File: config.mk
export PLATFORM = sky130hd
export DESIGN_NAME = polygon_scanline_span_builder
export DESIGN_NICKNAME = d
export VERILOG_FILES = /design/src/sv/psb_pkg.sv /design/src/sv/psb_ram.sv /design/src/sv/psb_edge_walk.sv /design/src/sv/psb_span_table.sv /design/src/sv/polygon_scanline_span_builder.sv
export SDC_FILE = /design/constraint.sdc
export NUM_CORES = 2
export LEC_CHECK = 0
export BUFFER_PORTS_ARGS = -buffer_cell sky130_fd_sc_hd__buf_2
export CELL_PAD_IN_SITES_DETAIL_PLACEMENT = 1
export CELL_PAD_IN_SITES_GLOBAL_PLACEMENT = 1
export CORE_MARGIN = 2
export CORE_UTILIZATION = 55
export DETAILED_ROUTE_END_ITERATION = 10
export PLACE_DENSITY = 0.88
export SETUP_SLACK_MARGIN = 0.15
export SYNTH_ARGS = -nofsm -noshare
export SYNTH_HDL_FRONTEND = slang
export SYNTH_HIERARCHICAL = 1
export SYNTH_SLANG_ARGS = --single-unit
File: constraint.sdc
create_clock -name clk -period 9.1 [get_ports clk]
set_input_delay 0.455 -clock clk [delete_from_list [all_inputs] [get_ports clk]]
set_output_delay 0.455 -clock clk [all_outputs]
set_load 0.02 [all_outputs]
File: src/sv/psb_pkg.sv
// ----------------------------------------------------------------------------
// psb_pkg
// Shared types and constants of the polygon scanline span builder.
// ----------------------------------------------------------------------------
package psb_pkg;

  // Widest row index the table can ever need (256 rows)
  localparam int ROW_IDX_W = 8;

  // Sentinels of an untouched row
  localparam logic signed [10:0] EMPTY_MIN = 11'sd1000;
  localparam logic signed [10:0] EMPTY_MAX = -11'sd1000;

  // Row of a vertex is y plus this offset
  localparam logic [8:0] ROW_OFFSET = 9'd32;

  // Scanline origin: half height minus row offset
  localparam logic signed [10:0] LINE_BASE = 11'sd48;

  // Attribute value of an empty row before the sprite offset
  localparam logic signed [8:0] INVALID_BASE = 9'sd112;

  // Horizontal attribute offset
  localparam logic signed [11:0] HORZ_OFFSET = 12'sd32;

  // Sequencer states
  typedef enum logic [2:0] {
    S_IDLE,
    S_EDGE,
    S_CLOSE,
    S_SCAN,
    S_FLUSH
  } state_t;

  // One point produced by the edge walker
  typedef struct packed {
    logic              valid;
    logic              last;
    logic signed [6:0] x;
    logic signed [5:0] y;
  } walk_pt_t;

  // Request into the span table: widen a row by x, or read it out
  typedef struct packed {
    logic                 valid;
    logic                 scan;
    logic [ROW_IDX_W-1:0] row;
    logic signed [6:0]    x;
  } span_req_t;

  // Row read back from the span table during the scan
  typedef struct packed {
    logic                 valid;
    logic [ROW_IDX_W-1:0] row;
    logic signed [10:0]   left;
    logic signed [10:0]   right;
  } span_rd_t;

endpackage

File: src/sv/psb_ram.sv
// ----------------------------------------------------------------------------
// psb_ram
// Generic single write port, single read port RAM with registered read.
// A read of the address written in the same cycle returns the old data.
// ----------------------------------------------------------------------------
module psb_ram #(
  parameter int WIDTH = 22,
  parameter int DEPTH = 64
) (
  input  logic                     clk,
  input  logic                     we,
  input  logic [$clog2(DEPTH)-1:0] waddr,
  input  logic [WIDTH-1:0]         wdata,
  input  logic [$clog2(DEPTH)-1:0] raddr,
  output logic [WIDTH-1:0]         rdata
);

  logic [WIDTH-1:0] mem [DEPTH];

  // Write and registered read
  always_ff @(posedge clk) begin
    if (we) begin
      mem[waddr] <= wdata;
    end
    rdata <= mem[raddr];
  end

endmodule

File: src/sv/psb_edge_walk.sv
// ----------------------------------------------------------------------------
// psb_edge_walk
// Bresenham edge walker: after a start pulse, produces one point per cycle
// from the first endpoint to the second, both included.
// ----------------------------------------------------------------------------
module psb_edge_walk (
  input  logic              clk,
  input  logic              rst,
  input  logic              start,
  input  logic signed [6:0] x0,
  input  logic signed [5:0] y0,
  input  logic signed [6:0] x1,
  input  logic signed [5:0] y1,
  output psb_pkg::walk_pt_t pt
);

  logic               active;
  logic signed [6:0]  x;
  logic signed [5:0]  y;
  logic signed [6:0]  x_end;
  logic signed [5:0]  y_end;
  logic signed [10:0] dx;
  logic signed [10:0] dy;
  logic signed [10:0] err;
  logic               step_x_up;
  logic               step_y_up;

  logic [7:0]         diff_x;
  logic [6:0]         diff_y;
  logic [7:0]         mag_x;
  logic [6:0]         mag_y;
  logic signed [10:0] dx_start;
  logic signed [10:0] dy_start;
  logic signed [11:0] e2;
  logic               move_x;
  logic               move_y;
  logic               at_end;
  logic signed [10:0] err_next;

  // Set up deltas from the endpoints
  always_comb begin
    diff_x   = {x1[6], x1} - {x0[6], x0};
    diff_y   = {y1[5], y1} - {y0[5], y0};
    mag_x    = diff_x[7] ? (8'd0 - diff_x) : diff_x;
    mag_y    = diff_y[6] ? (7'd0 - diff_y) : diff_y;
    dx_start = $signed({3'b000, mag_x});
    dy_start = $signed(11'd0 - {4'b0000, mag_y});
  end

  // Decide the next step
  always_comb begin
    e2       = {err, 1'b0};
    move_x   = e2 >= $signed({dy[10], dy});
    move_y   = e2 <= $signed({dx[10], dx});
    at_end   = (x == x_end) && (y == y_end);
    err_next = err + (move_x ? dy : 11'sd0) + (move_y ? dx : 11'sd0);
  end

  // Advance the walk
  always_ff @(posedge clk) begin
    if (rst) begin
      active <= 1'b0;
    end else if (start) begin
      active <= 1'b1;
    end else if (active && at_end) begin
      active <= 1'b0;
    end
  end

  always_ff @(posedge clk) begin
    if (start) begin
      x         <= x0;
      y         <= y0;
      x_end     <= x1;
      y_end     <= y1;
      dx        <= dx_start;
      dy        <= dy_start;
      err       <= dx_start + dy_start;
      step_x_up <= x0 < x1;
      step_y_up <= y0 < y1;
    end else if (active && !at_end) begin
      err <= err_next;
      if (move_x) begin
        x <= step_x_up ? (x + 7'sd1) : (x - 7'sd1);
      end
      if (move_y) begin
        y <= step_y_up ? (y + 6'sd1) : (y - 6'sd1);
      end
    end
  end

  always_comb begin
    pt.valid = active;
    pt.last  = active && at_end;
    pt.x     = x;
    pt.y     = y;
  end

  // Walk never overruns its end point
  assert property (@(posedge clk) disable iff (rst) pt.last |=> !active || $past(start))
    else $error("edge walker kept running after its end point");

  // Restart only while idle or on the last point of an edge
  assert property (@(posedge clk) disable iff (rst) start |-> !active || at_end)
    else $error("edge walker restarted in mid edge");

endmodule

File: src/sv/psb_span_table.sv
// ----------------------------------------------------------------------------
// psb_span_table
// Span table: least and greatest x per row, held in one RAM with a
// read-modify-write pipeline and forwarding of the previous write.
// Per-row valid bits stand in for the sentinel reset values.
// ----------------------------------------------------------------------------
module psb_span_table #(
  parameter int ROWS = 64
) (
  input  logic               clk,
  input  logic               rst,
  input  psb_pkg::span_req_t req,
  input  logic               clear_all,
  output psb_pkg::span_rd_t  rd
);

  localparam int RW = $clog2(ROWS);

  logic [21:0]        ram_rdata;
  logic               wr_en;
  logic [21:0]        wr_data;

  logic               s2_valid;
  logic               s2_scan;
  logic [RW-1:0]      s2_row;
  logic signed [6:0]  s2_x;

  logic               fwd_valid;
  logic [RW-1:0]      fwd_row;
  logic [21:0]        fwd_data;

  logic [ROWS-1:0]    row_valid;

  logic               fwd_hit;
  logic signed [10:0] cur_min;
  logic signed [10:0] cur_max;
  logic signed [10:0] x_ext;
  logic signed [10:0] new_min;
  logic signed [10:0] new_max;

  psb_ram #(
    .WIDTH(22),
    .DEPTH(ROWS)
  ) u_ram (
    .clk  (clk),
    .we   (wr_en),
    .waddr(s2_row),
    .wdata(wr_data),
    .raddr(req.row[RW-1:0]),
    .rdata(ram_rdata)
  );

  // Register the request alongside the RAM read
  always_ff @(posedge clk) begin
    if (rst) begin
      s2_valid <= 1'b0;
    end else begin
      s2_valid <= req.valid;
    end
  end

  always_ff @(posedge clk) begin
    s2_scan <= req.scan;
    s2_row  <= req.row[RW-1:0];
    s2_x    <= req.x;
  end

  // Merge: forwarded write, else RAM data, else sentinels
  always_comb begin
    fwd_hit = fwd_valid && (fwd_row == s2_row);
    if (fwd_hit) begin
      cur_min = fwd_data[21:11];
      cur_max = fwd_data[10:0];
    end else if (row_valid[s2_row]) begin
      cur_min = ram_rdata[21:11];
      cur_max = ram_rdata[10:0];
    end else begin
      cur_min = psb_pkg::EMPTY_MIN;
      cur_max = psb_pkg::EMPTY_MAX;
    end
    x_ext   = {{4{s2_x[6]}}, s2_x};
    new_min = (x_ext < cur_min) ? x_ext : cur_min;
    new_max = (x_ext > cur_max) ? x_ext : cur_max;
    wr_en   = s2_valid && !s2_scan;
    wr_data = {new_min, new_max};
  end

  // Hold the last write for the read that overlapped it
  always_ff @(posedge clk) begin
    if (rst || clear_all) begin
      fwd_valid <= 1'b0;
    end else begin
      fwd_valid <= wr_en;
    end
  end

  always_ff @(posedge clk) begin
    if (wr_en) begin
      fwd_row  <= s2_row;
      fwd_data <= wr_data;
    end
  end

  // Mark written rows, drop all at the end of a polygon
  always_ff @(posedge clk) begin
    if (rst || clear_all) begin
      row_valid <= '0;
    end else if (wr_en) begin
      row_valid[s2_row] <= 1'b1;
    end
  end

  always_comb begin
    rd.valid = s2_valid && s2_scan;
    rd.row   = psb_pkg::ROW_IDX_W'(s2_row);
    rd.left  = cur_min;
    rd.right = cur_max;
  end

  // Clearing never coincides with a write
  assert property (@(posedge clk) disable iff (rst) clear_all |-> !wr_en)
    else $error("span table cleared while a row was written");

  // After a clear every row reads as empty
  assert property (@(posedge clk) disable iff (rst) clear_all |=> row_valid == '0)
    else $error("span table rows survived a clear");

  // A forwarded row was written in the cycle before
  assert property (@(posedge clk) disable iff (rst) fwd_hit |-> $past(wr_en))
    else $error("span table forwarded a stale write");

endmodule

File: src/sv/polygon_scanline_span_builder.sv
// ----------------------------------------------------------------------------
// polygon_scanline_span_builder
// Builds per-row spans of a polygon from its vertices and reports them.
// ----------------------------------------------------------------------------
// A vertex is taken when start is high and busy is low. A vertex that does
// not close the polygon starts the edge from the previous vertex, which has
// N = max(|dx|, |dy|) + 1 points (the first vertex starts no edge); the edge
// walker marks one point per cycle into the span RAM, and busy stays high
// while the edge is walked. A closing vertex adds the closing edge (a single
// point for a single-vertex polygon), a readout of ROWS rows, one row per
// cycle, and a clear of the table. Its results pass the table's request
// register and the result register and come out one per cycle, the last in
// the first cycle with busy low again; each is valid for exactly one cycle
// under result_valid and must be taken as it appears, since the block cannot
// be stalled. final_row marks the last row. Right after the readout the
// table is empty again and the next vertex starts a new polygon.
// sprite_top is written through the cfg channel, which is always ready;
// write it only while the block is idle.
// ----------------------------------------------------------------------------
module polygon_scanline_span_builder #(
  parameter int ROWS = 64
) (
  input  logic                      clk,
  input  logic                      rst,

  input  logic                      start,
  output logic                      busy,
  input  logic signed [6:0]         vertex_x,
  input  logic signed [5:0]         vertex_y,
  input  logic                      closing_vertex,

  input  logic                      cfg_valid,
  output logic                      cfg_ready,
  input  logic signed [7:0]         cfg_data,

  output logic                      result_valid,
  output logic [$clog2(ROWS)-1:0]   row_index,
  output logic signed [8:0]         screen_line,
  output logic signed [10:0]        left_edge,
  output logic signed [10:0]        right_edge,
  output logic                      has_span,
  output logic signed [8:0]         attr_vertical,
  output logic signed [11:0]        attr_horizontal,
  output logic                      final_row
);

  localparam int         RW        = $clog2(ROWS);
  localparam logic [8:0] ROWS_L    = 9'(ROWS);
  localparam logic [RW-1:0] LAST_ROW = RW'(ROWS - 1);
  localparam logic [psb_pkg::ROW_IDX_W-1:0] LAST_ROW_IDX =
    psb_pkg::ROW_IDX_W'(ROWS - 1);

  psb_pkg::state_t    state;
  psb_pkg::state_t    state_next;

  logic signed [7:0]  sprite_top;
  logic signed [6:0]  origin_x;
  logic signed [5:0]  origin_y;
  logic signed [6:0]  previous_x;
  logic signed [5:0]  previous_y;
  logic               have_previous;
  logic               closing;
  logic [RW-1:0]      scan_row;

  logic               accept;
  logic               walk_start;
  logic signed [6:0]  walk_x0;
  logic signed [5:0]  walk_y0;
  logic signed [6:0]  walk_x1;
  logic signed [5:0]  walk_y1;
  logic               clear_all;
  logic               scan_last;

  psb_pkg::walk_pt_t  pt;
  psb_pkg::span_req_t req;
  psb_pkg::span_rd_t  rd;

  logic [8:0]         pt_row;

  logic [10:0]        row_ext;
  logic [10:0]        line_sum;
  logic [11:0]        length;
  logic               span_pos;
  logic [12:0]        vert_sum;
  logic [8:0]         vert_empty;
  logic [11:0]        horz_sum;

  assign accept    = start && !busy;
  assign busy      = state != psb_pkg::S_IDLE;
  assign cfg_ready = 1'b1;

  // Configuration register
  always_ff @(posedge clk) begin
    if (rst) begin
      sprite_top <= '0;
    end else if (cfg_valid && cfg_ready) begin
      sprite_top <= cfg_data;
    end
  end

  // Vertex chain
  always_ff @(posedge clk) begin
    if (rst) begin
      origin_x      <= '0;
      origin_y      <= '0;
      previous_x    <= '0;
      previous_y    <= '0;
      have_previous <= 1'b0;
      closing       <= 1'b0;
    end else if (accept) begin
      if (!have_previous) begin
        origin_x <= vertex_x;
        origin_y <= vertex_y;
      end
      previous_x    <= vertex_x;
      previous_y    <= vertex_y;
      have_previous <= 1'b1;
      closing       <= closing_vertex;
    end else if (state == psb_pkg::S_FLUSH) begin
      have_previous <= 1'b0;
    end
  end

  // State register
  always_ff @(posedge clk) begin
    if (rst) begin
      state <= psb_pkg::S_IDLE;
    end else begin
      state <= state_next;
    end
  end

  // Readout row counter
  always_ff @(posedge clk) begin
    if (rst) begin
      scan_row <= '0;
    end else if (state == psb_pkg::S_SCAN) begin
      scan_row <= scan_last ? '0 : (scan_row + 1'b1);
    end
  end

  assign scan_last = scan_row == LAST_ROW;

  // Sequence the edges, the readout and the clear
  always_comb begin
    state_next = state;
    walk_start = 1'b0;
    walk_x0    = previous_x;
    walk_y0    = previous_y;
    walk_x1    = origin_x;
    walk_y1    = origin_y;
    clear_all  = 1'b0;
    unique case (state)
      psb_pkg::S_IDLE: begin
        walk_x0 = have_previous ? previous_x : vertex_x;
        walk_y0 = have_previous ? previous_y : vertex_y;
        walk_x1 = vertex_x;
        walk_y1 = vertex_y;
        if (accept) begin
          if (have_previous) begin
            walk_start = 1'b1;
            state_next = psb_pkg::S_EDGE;
          end else if (closing_vertex) begin
            walk_start = 1'b1;
            state_next = psb_pkg::S_CLOSE;
          end
        end
      end
      psb_pkg::S_EDGE: begin
        if (pt.last) begin
          if (closing) begin
            walk_start = 1'b1;
            state_next = psb_pkg::S_CLOSE;
          end else begin
            state_next = psb_pkg::S_IDLE;
          end
        end
      end
      psb_pkg::S_CLOSE: begin
        if (pt.last) begin
          state_next = psb_pkg::S_SCAN;
        end
      end
      psb_pkg::S_SCAN: begin
        if (scan_last) begin
          state_next = psb_pkg::S_FLUSH;
        end
      end
      psb_pkg::S_FLUSH: begin
        clear_all  = 1'b1;
        state_next = psb_pkg::S_IDLE;
      end
      default: begin
        state_next = psb_pkg::S_IDLE;
      end
    endcase
  end

  psb_edge_walk u_walk (
    .clk  (clk),
    .rst  (rst),
    .start(walk_start),
    .x0   (walk_x0),
    .y0   (walk_y0),
    .x1   (walk_x1),
    .y1   (walk_y1),
    .pt   (pt)
  );

  // Map a point to its row; drop rows past the table
  always_comb begin
    pt_row = {3'b000, ~pt.y[5], pt.y[4:0]};
    if (state == psb_pkg::S_SCAN) begin
      req.valid = 1'b1;
      req.scan  = 1'b1;
      req.row   = psb_pkg::ROW_IDX_W'(scan_row);
      req.x     = '0;
    end else begin
      req.valid = pt.valid && (pt_row < ROWS_L);
      req.scan  = 1'b0;
      req.row   = pt_row[psb_pkg::ROW_IDX_W-1:0];
      req.x     = pt.x;
    end
  end

  psb_span_table #(
    .ROWS(ROWS)
  ) u_table (
    .clk      (clk),
    .rst      (rst),
    .req      (req),
    .clear_all(clear_all),
    .rd       (rd)
  );

  // Format a row result
  always_comb begin
    row_ext    = {3'b000, rd.row};
    line_sum   = psb_pkg::LINE_BASE + {{3{sprite_top[7]}}, sprite_top} + row_ext;
    length     = {rd.right[10], rd.right} - {rd.left[10], rd.left};
    span_pos   = $signed(length) > 12'sd0;
    vert_sum   = {5'b00000, rd.row} + 13'd1 - {length[11], length};
    vert_empty = psb_pkg::INVALID_BASE - {sprite_top[7], sprite_top};
    horz_sum   = {rd.left[10], rd.left} + psb_pkg::HORZ_OFFSET;
  end

  // Result register
  always_ff @(posedge clk) begin
    if (rst) begin
      result_valid <= 1'b0;
    end else begin
      result_valid <= rd.valid;
    end
  end

  always_ff @(posedge clk) begin
    if (rd.valid) begin
      row_index       <= rd.row[RW-1:0];
      screen_line     <= line_sum[8:0];
      left_edge       <= rd.left;
      right_edge      <= rd.right;
      has_span        <= span_pos;
      attr_vertical   <= span_pos ? vert_sum[8:0] : vert_empty;
      attr_horizontal <= horz_sum;
      final_row       <= rd.row == LAST_ROW_IDX;
    end
  end

  // Results come only from a readout, through the table's request register and the result register
  assert property (@(posedge clk) disable iff (rst)
    result_valid |-> $past(state, 2) == psb_pkg::S_SCAN)
    else $error("result without a table readout");

  // Points are only walked while a transaction is in progress
  assert property (@(posedge clk) disable iff (rst) pt.valid |-> busy)
    else $error("edge walk outside a transaction");

  // The last row is followed by the table clear
  assert property (@(posedge clk) disable iff (rst)
    (state == psb_pkg::S_SCAN) && scan_last |=> clear_all)
    else $error("span table not cleared after readout");

endmodule
Word level (Yosys, flattened, before mapping)
Memory sizes are Yosys's and may differ from the RTL's. A register that Yosys moved wholly into a read port is not among the register bits.
Index checks and enable logic that the tools add are counted.

word-level totals
  bits in registers = 270
  memory bits (writable) = 1408
  bits of input ports = 26
  output and inout bits = 63
  logic and storage cells = 160
  memories kept = 1

memories
  name               words  width  read ports  clocked after memory_dff  write ports  line           text
  u_table.u_ram.mem  64     22     1           1                         1            psb_ram.sv:18  logic [WIDTH-1:0] mem [DEPTH];

operators by class
  add/subtract/negate cells = 20
  order comparisons = 9
  equality and inequality tests = 14
  muxes and demuxes = 54
  bitwise gates (word level) = 3
  reductions and logical operators = 23

operators by type and width
  kind                                                                              count
  11-bit two-way mux                                                                9
  64-bit bitwise OR                                                                 1
  7-bit two-way mux                                                                 8
  6-bit two-way mux                                                                 8
  11-bit adder                                                                      2
  3-bit two-way mux                                                                 6
  17-bit two-way mux                                                                1
  8-bit two-way mux                                                                 2
  1-bit two-way mux                                                                 14
  11-bit by 7-bit adder with 12-bit output, second input constant                   1
  6-bit equality test                                                               2
  6-bit equality test, second input constant                                        2
  12-bit by 8-bit greater-or-equal comparator with 1-bit output                     1
  12-bit by 1-bit greater-than comparator with 1-bit output, second input constant  1
  12-bit by 9-bit <= comparator with 1-bit output                                   1
  3-bit case mux with 4 select lines                                                1
  11-bit by 11-bit subtractor with 12-bit output                                    1
  7-bit by 11-bit greater-than comparator with 1-bit output                         1
  7-bit by 11-bit less-than comparator with 1-bit output                            1
  9-bit by 8-bit adder with 10-bit output                                           1
  2-bit nonzero test                                                                5
  7-bit by 8-bit adder with 9-bit output, first input constant                      1
  9-bit by 7-bit adder with 9-bit output                                            1
  9-bit two-way mux                                                                 1
  35 further kinds                                                                  51

Logic depth before layout (Yosys ltp)
  depth in word-level cells = 8
  depth in mapped cells = 26

Hierarchy
The synthesis kept the hierarchy.

modules (own cells, without submodules)
  module                         times used  cells an instance  area an instance (µm²)  seq. area each (µm²)
  psb_ram                        1           2349               54260.8                 42721.0
  polygon_scanline_span_builder  1           544                5504.0                  2572.5
  psb_span_table                 1           538                5083.6                  2442.3
  psb_edge_walk                  1           491                4887.2                  1671.6

Worst setup path before layout
OpenSTA, ideal clock, no wires.

  path kind = register -> register
  from = register u_table.s2_row[5]
  to = register u_table.fwd_data[10], data pin
  library setup time = 0.568 ns
  arrival time = 5.878 ns
  required time = 8.532 ns
  path slack = 2.654 ns
  cell stages (with the launch flop) = 20
  cell sequence = dfxtp_1 > clkbuf_1 > nor3b_1 > clkbuf_1 > nand2_1 > o22a_1 > nand4_1 > nor4_4 > buf_4 > o21ai_1 > inv_1 > ha_1 > nor2b_1 > o21a_1 > o21a_1 > o21ai_0 > a21oi_1 > o31ai_1 > clkbuf_1 > mux2i_1

RTL lines
  element                   line                   text
  start: declaration        psb_span_table.sv:25   logic [RW-1:0] s2_row;
  start signal: assignment  psb_span_table.sv:64   s2_row <= req.row[RW-1:0];
  end signal: assignment    psb_span_table.sv:100  fwd_data <= wr_data;
  end: declaration          psb_span_table.sv:30   logic [21:0] fwd_data;

==> impl_metrics.py <==
metrics = {
    "floorplan": {
        "initial_core_util": 0.555,
        "core.rowCount": 130,
        "die_area_um2": 130000,
        "core-area_um2": 126000,
        "die_w_um": 360,
        "die-height_um": 360,
        "ios": 89,
    },
    "final_layout": {
        "final_cells": 5848,
        "drive_gt1_frac": 0.220,
        "final_nets": 4227,
        "syn_to_final_growth_pct": 11.9,
        "final_area_um2": 78000,
        "utilization": 0.620,
    },
    "global_route": {
        "grt.busiest_layer": "met2",
        "overflow": 0,
        "antenna_found_initial": 20,
        "grtUsageMet1": 0.432,
        "grt_max_degree": 96,
        "grt_use_total": 0.366,
        "grt_util_met3": 0.103,
        "grt_pass1_wl_um": 336000,
        "use_met2": 0.589,
        "grt_pass1_vias": 44600,
    },
    "timing": {
        "skew_ns": 0.0544,
        "finalWorstSetupSlack_ns": 1.01,
        "fin_crit_sh": 0.889,
        "drv_slew": 36,
        "tightest_slew_ns": 1.55,
        "fin_crit_ns": 8.09,
        "setup_viol": 0,
        "timing.fmax_mhz": 124,
        "grt_setup_unrepaired": "false",
        "hold_viol": 0,
        "whs_ns": 0.108,
        "max_slew_margin": -0.0561,
        "setup_tns_ns": 0,
    },
    "power_and_ir_drop": {
        "p_leak_nw": 25.8,
        "vdd_drop_max_mv": 0.376,
        "p_total_mw": 25.5,
        "power_density_nw_per_um2": 327,
    },
    "clock_network": {
        "clock_path_buffers": 3,
        "cts_resized": 0,
        "path_clk_slew_ns": 0.07,
        "htree_levels": 4,
        "cts_sinks": 1695,
        "clkLatencyLatePin_ns": 0.83,
        "cts_tree": "built",
        "clockRootBuffer": "clkbuf_16",
        "cts_buffers": 166,
    },
    "placed_design": {
        "gp_congestion": 0.901,
        "placed_cells": 5516,
        "hpwl_um": 119000,
        "dpl_cell_area_um2": 72400,
        "portBuffers": 87,
        "pre_cts_ws_ns": 1.82,
    },
    "worst_setup_path": {
        "ff2ff_setup_slack_ns": 1.01,
        "path_class": "reg -> reg",
        "critical_path.max_fanout": 41,
        "critPathRequiredTime_ns": 9.71,
        "cp-end-kind": "register",
        "start_kind": "register",
        "crit_arrival_ns": 8.69,
    },
    "run_status": {
        "violations": "max-capacitance violations, max-slew violations",
        "status": "complete, but fails checks",
    },
    "synth": {
        "postSynthCellCount": 3921,
        "yosysWarningCount": 6,
        "syn_area_per_cell_um2": 17.8,
        "synth_area_um2": 69700,
    },
    "route": {
        "firstDrtPassIters": 7,
        "num_vias": 42700,
        "drt_iter0_markers": 7038,
        "ant_nets": 0,
        "drc": 0,
        "routed_via_density": 7.31,
        "wl_um": 236000,
        "routedWlPerCell_um": 40.4,
    },
    "flow_run": {
        "maxCapViolations": 1,
    },
    "hold_path": {
        "hold_class": "in -> reg",
    },
}
[worst max-delay path, cell delays in order (launching register included)]
cell and delay (ns):
dfxtp_2 1.01, nor2b_1 0.65, a22oi_1 0.24, o221ai_1 0.36, a22o_1 0.26, nor4_4 0.11
buf_4 0.22, o21ai_0 0.69, inv_1 0.16, ha_1 0.40, or3b_2 0.50, a221oi_1 0.33
o21ai_0 0.21, a21o_1 0.21, o21a_1 0.59, mux2i_4 1.37, buf_4 0.47
[flip-flops by register name (all words and copies together) (netlist names), 11 cells and up]
signal               count
u_table/fwd_data        22
u_table/row_valid       64
right_edge              11
u_table/u_ram/rdata     22
u_walk/err              11
left_edge               11
u_table/u_ram/mem     1408
[cells in the final DEF, fill, tap and decap left out, drive strengths merged, types with 55 or more instances in the layout]
cell and n:
edfxtp 1546, nand2 179, o21ai 76, clkbuf 210, nor2 222, ha 128
a21oi 165, mux2i 105, clkinv 65, inv 136, xnor2 55, dfxtp 149
buf 142, mux4 355, mux2 66
[cell type report]
type	instances	area, µm²
sequential	1695	49400
inverter	127	477
tap	1650	2060
clock buffer	210	4530
clock inverter	93	855
timing repair buffer	164	1110
multi-input combinational	1902	19500
antenna	7	17.5
fill	10600	47700
[path summary, 6_finish.rpt]
check | cells after the start | from | end
max | 16 | u_table/s2_row[1] | u_table/u_ram/mem[56][16]
min | 3 | cfg_valid | sprite_top[0]
max reg2reg | 16 | u_table/s2_row[1] | u_table/u_ram/mem[56][16]
min reg2reg | 2 | previous_y[3] | previous_y[3]
[layer usage]
metal	vias up	share of wire	wire, µm
met5	-	0.00055	131
met4	18	0.084	19700
met1	21600	0.32	74800
met2	4028	0.48	112000
met3	1264	0.12	29100
li1	15900	-	-
[power breakdown]
group / total (mW) / leakage (nW) / switching (mW) / internal [mW]
combinational: 7.84 / 7.95 / 5.47 / 2.37
sequential: 10.5 / 15.2 / 0.293 / 10.2
clock: 7.13 / 2.64 / 3.22 / 3.91
total: 25.5 / 25.8 / 8.98 / 16.5
[repair_timing]
action | CTS | global route
setup buffers | 0 | 0
hold endpoints to repair | 35 | 0
hold buffers | 22 | 0
No activity file was read; power rests on OpenSTA's default activity.
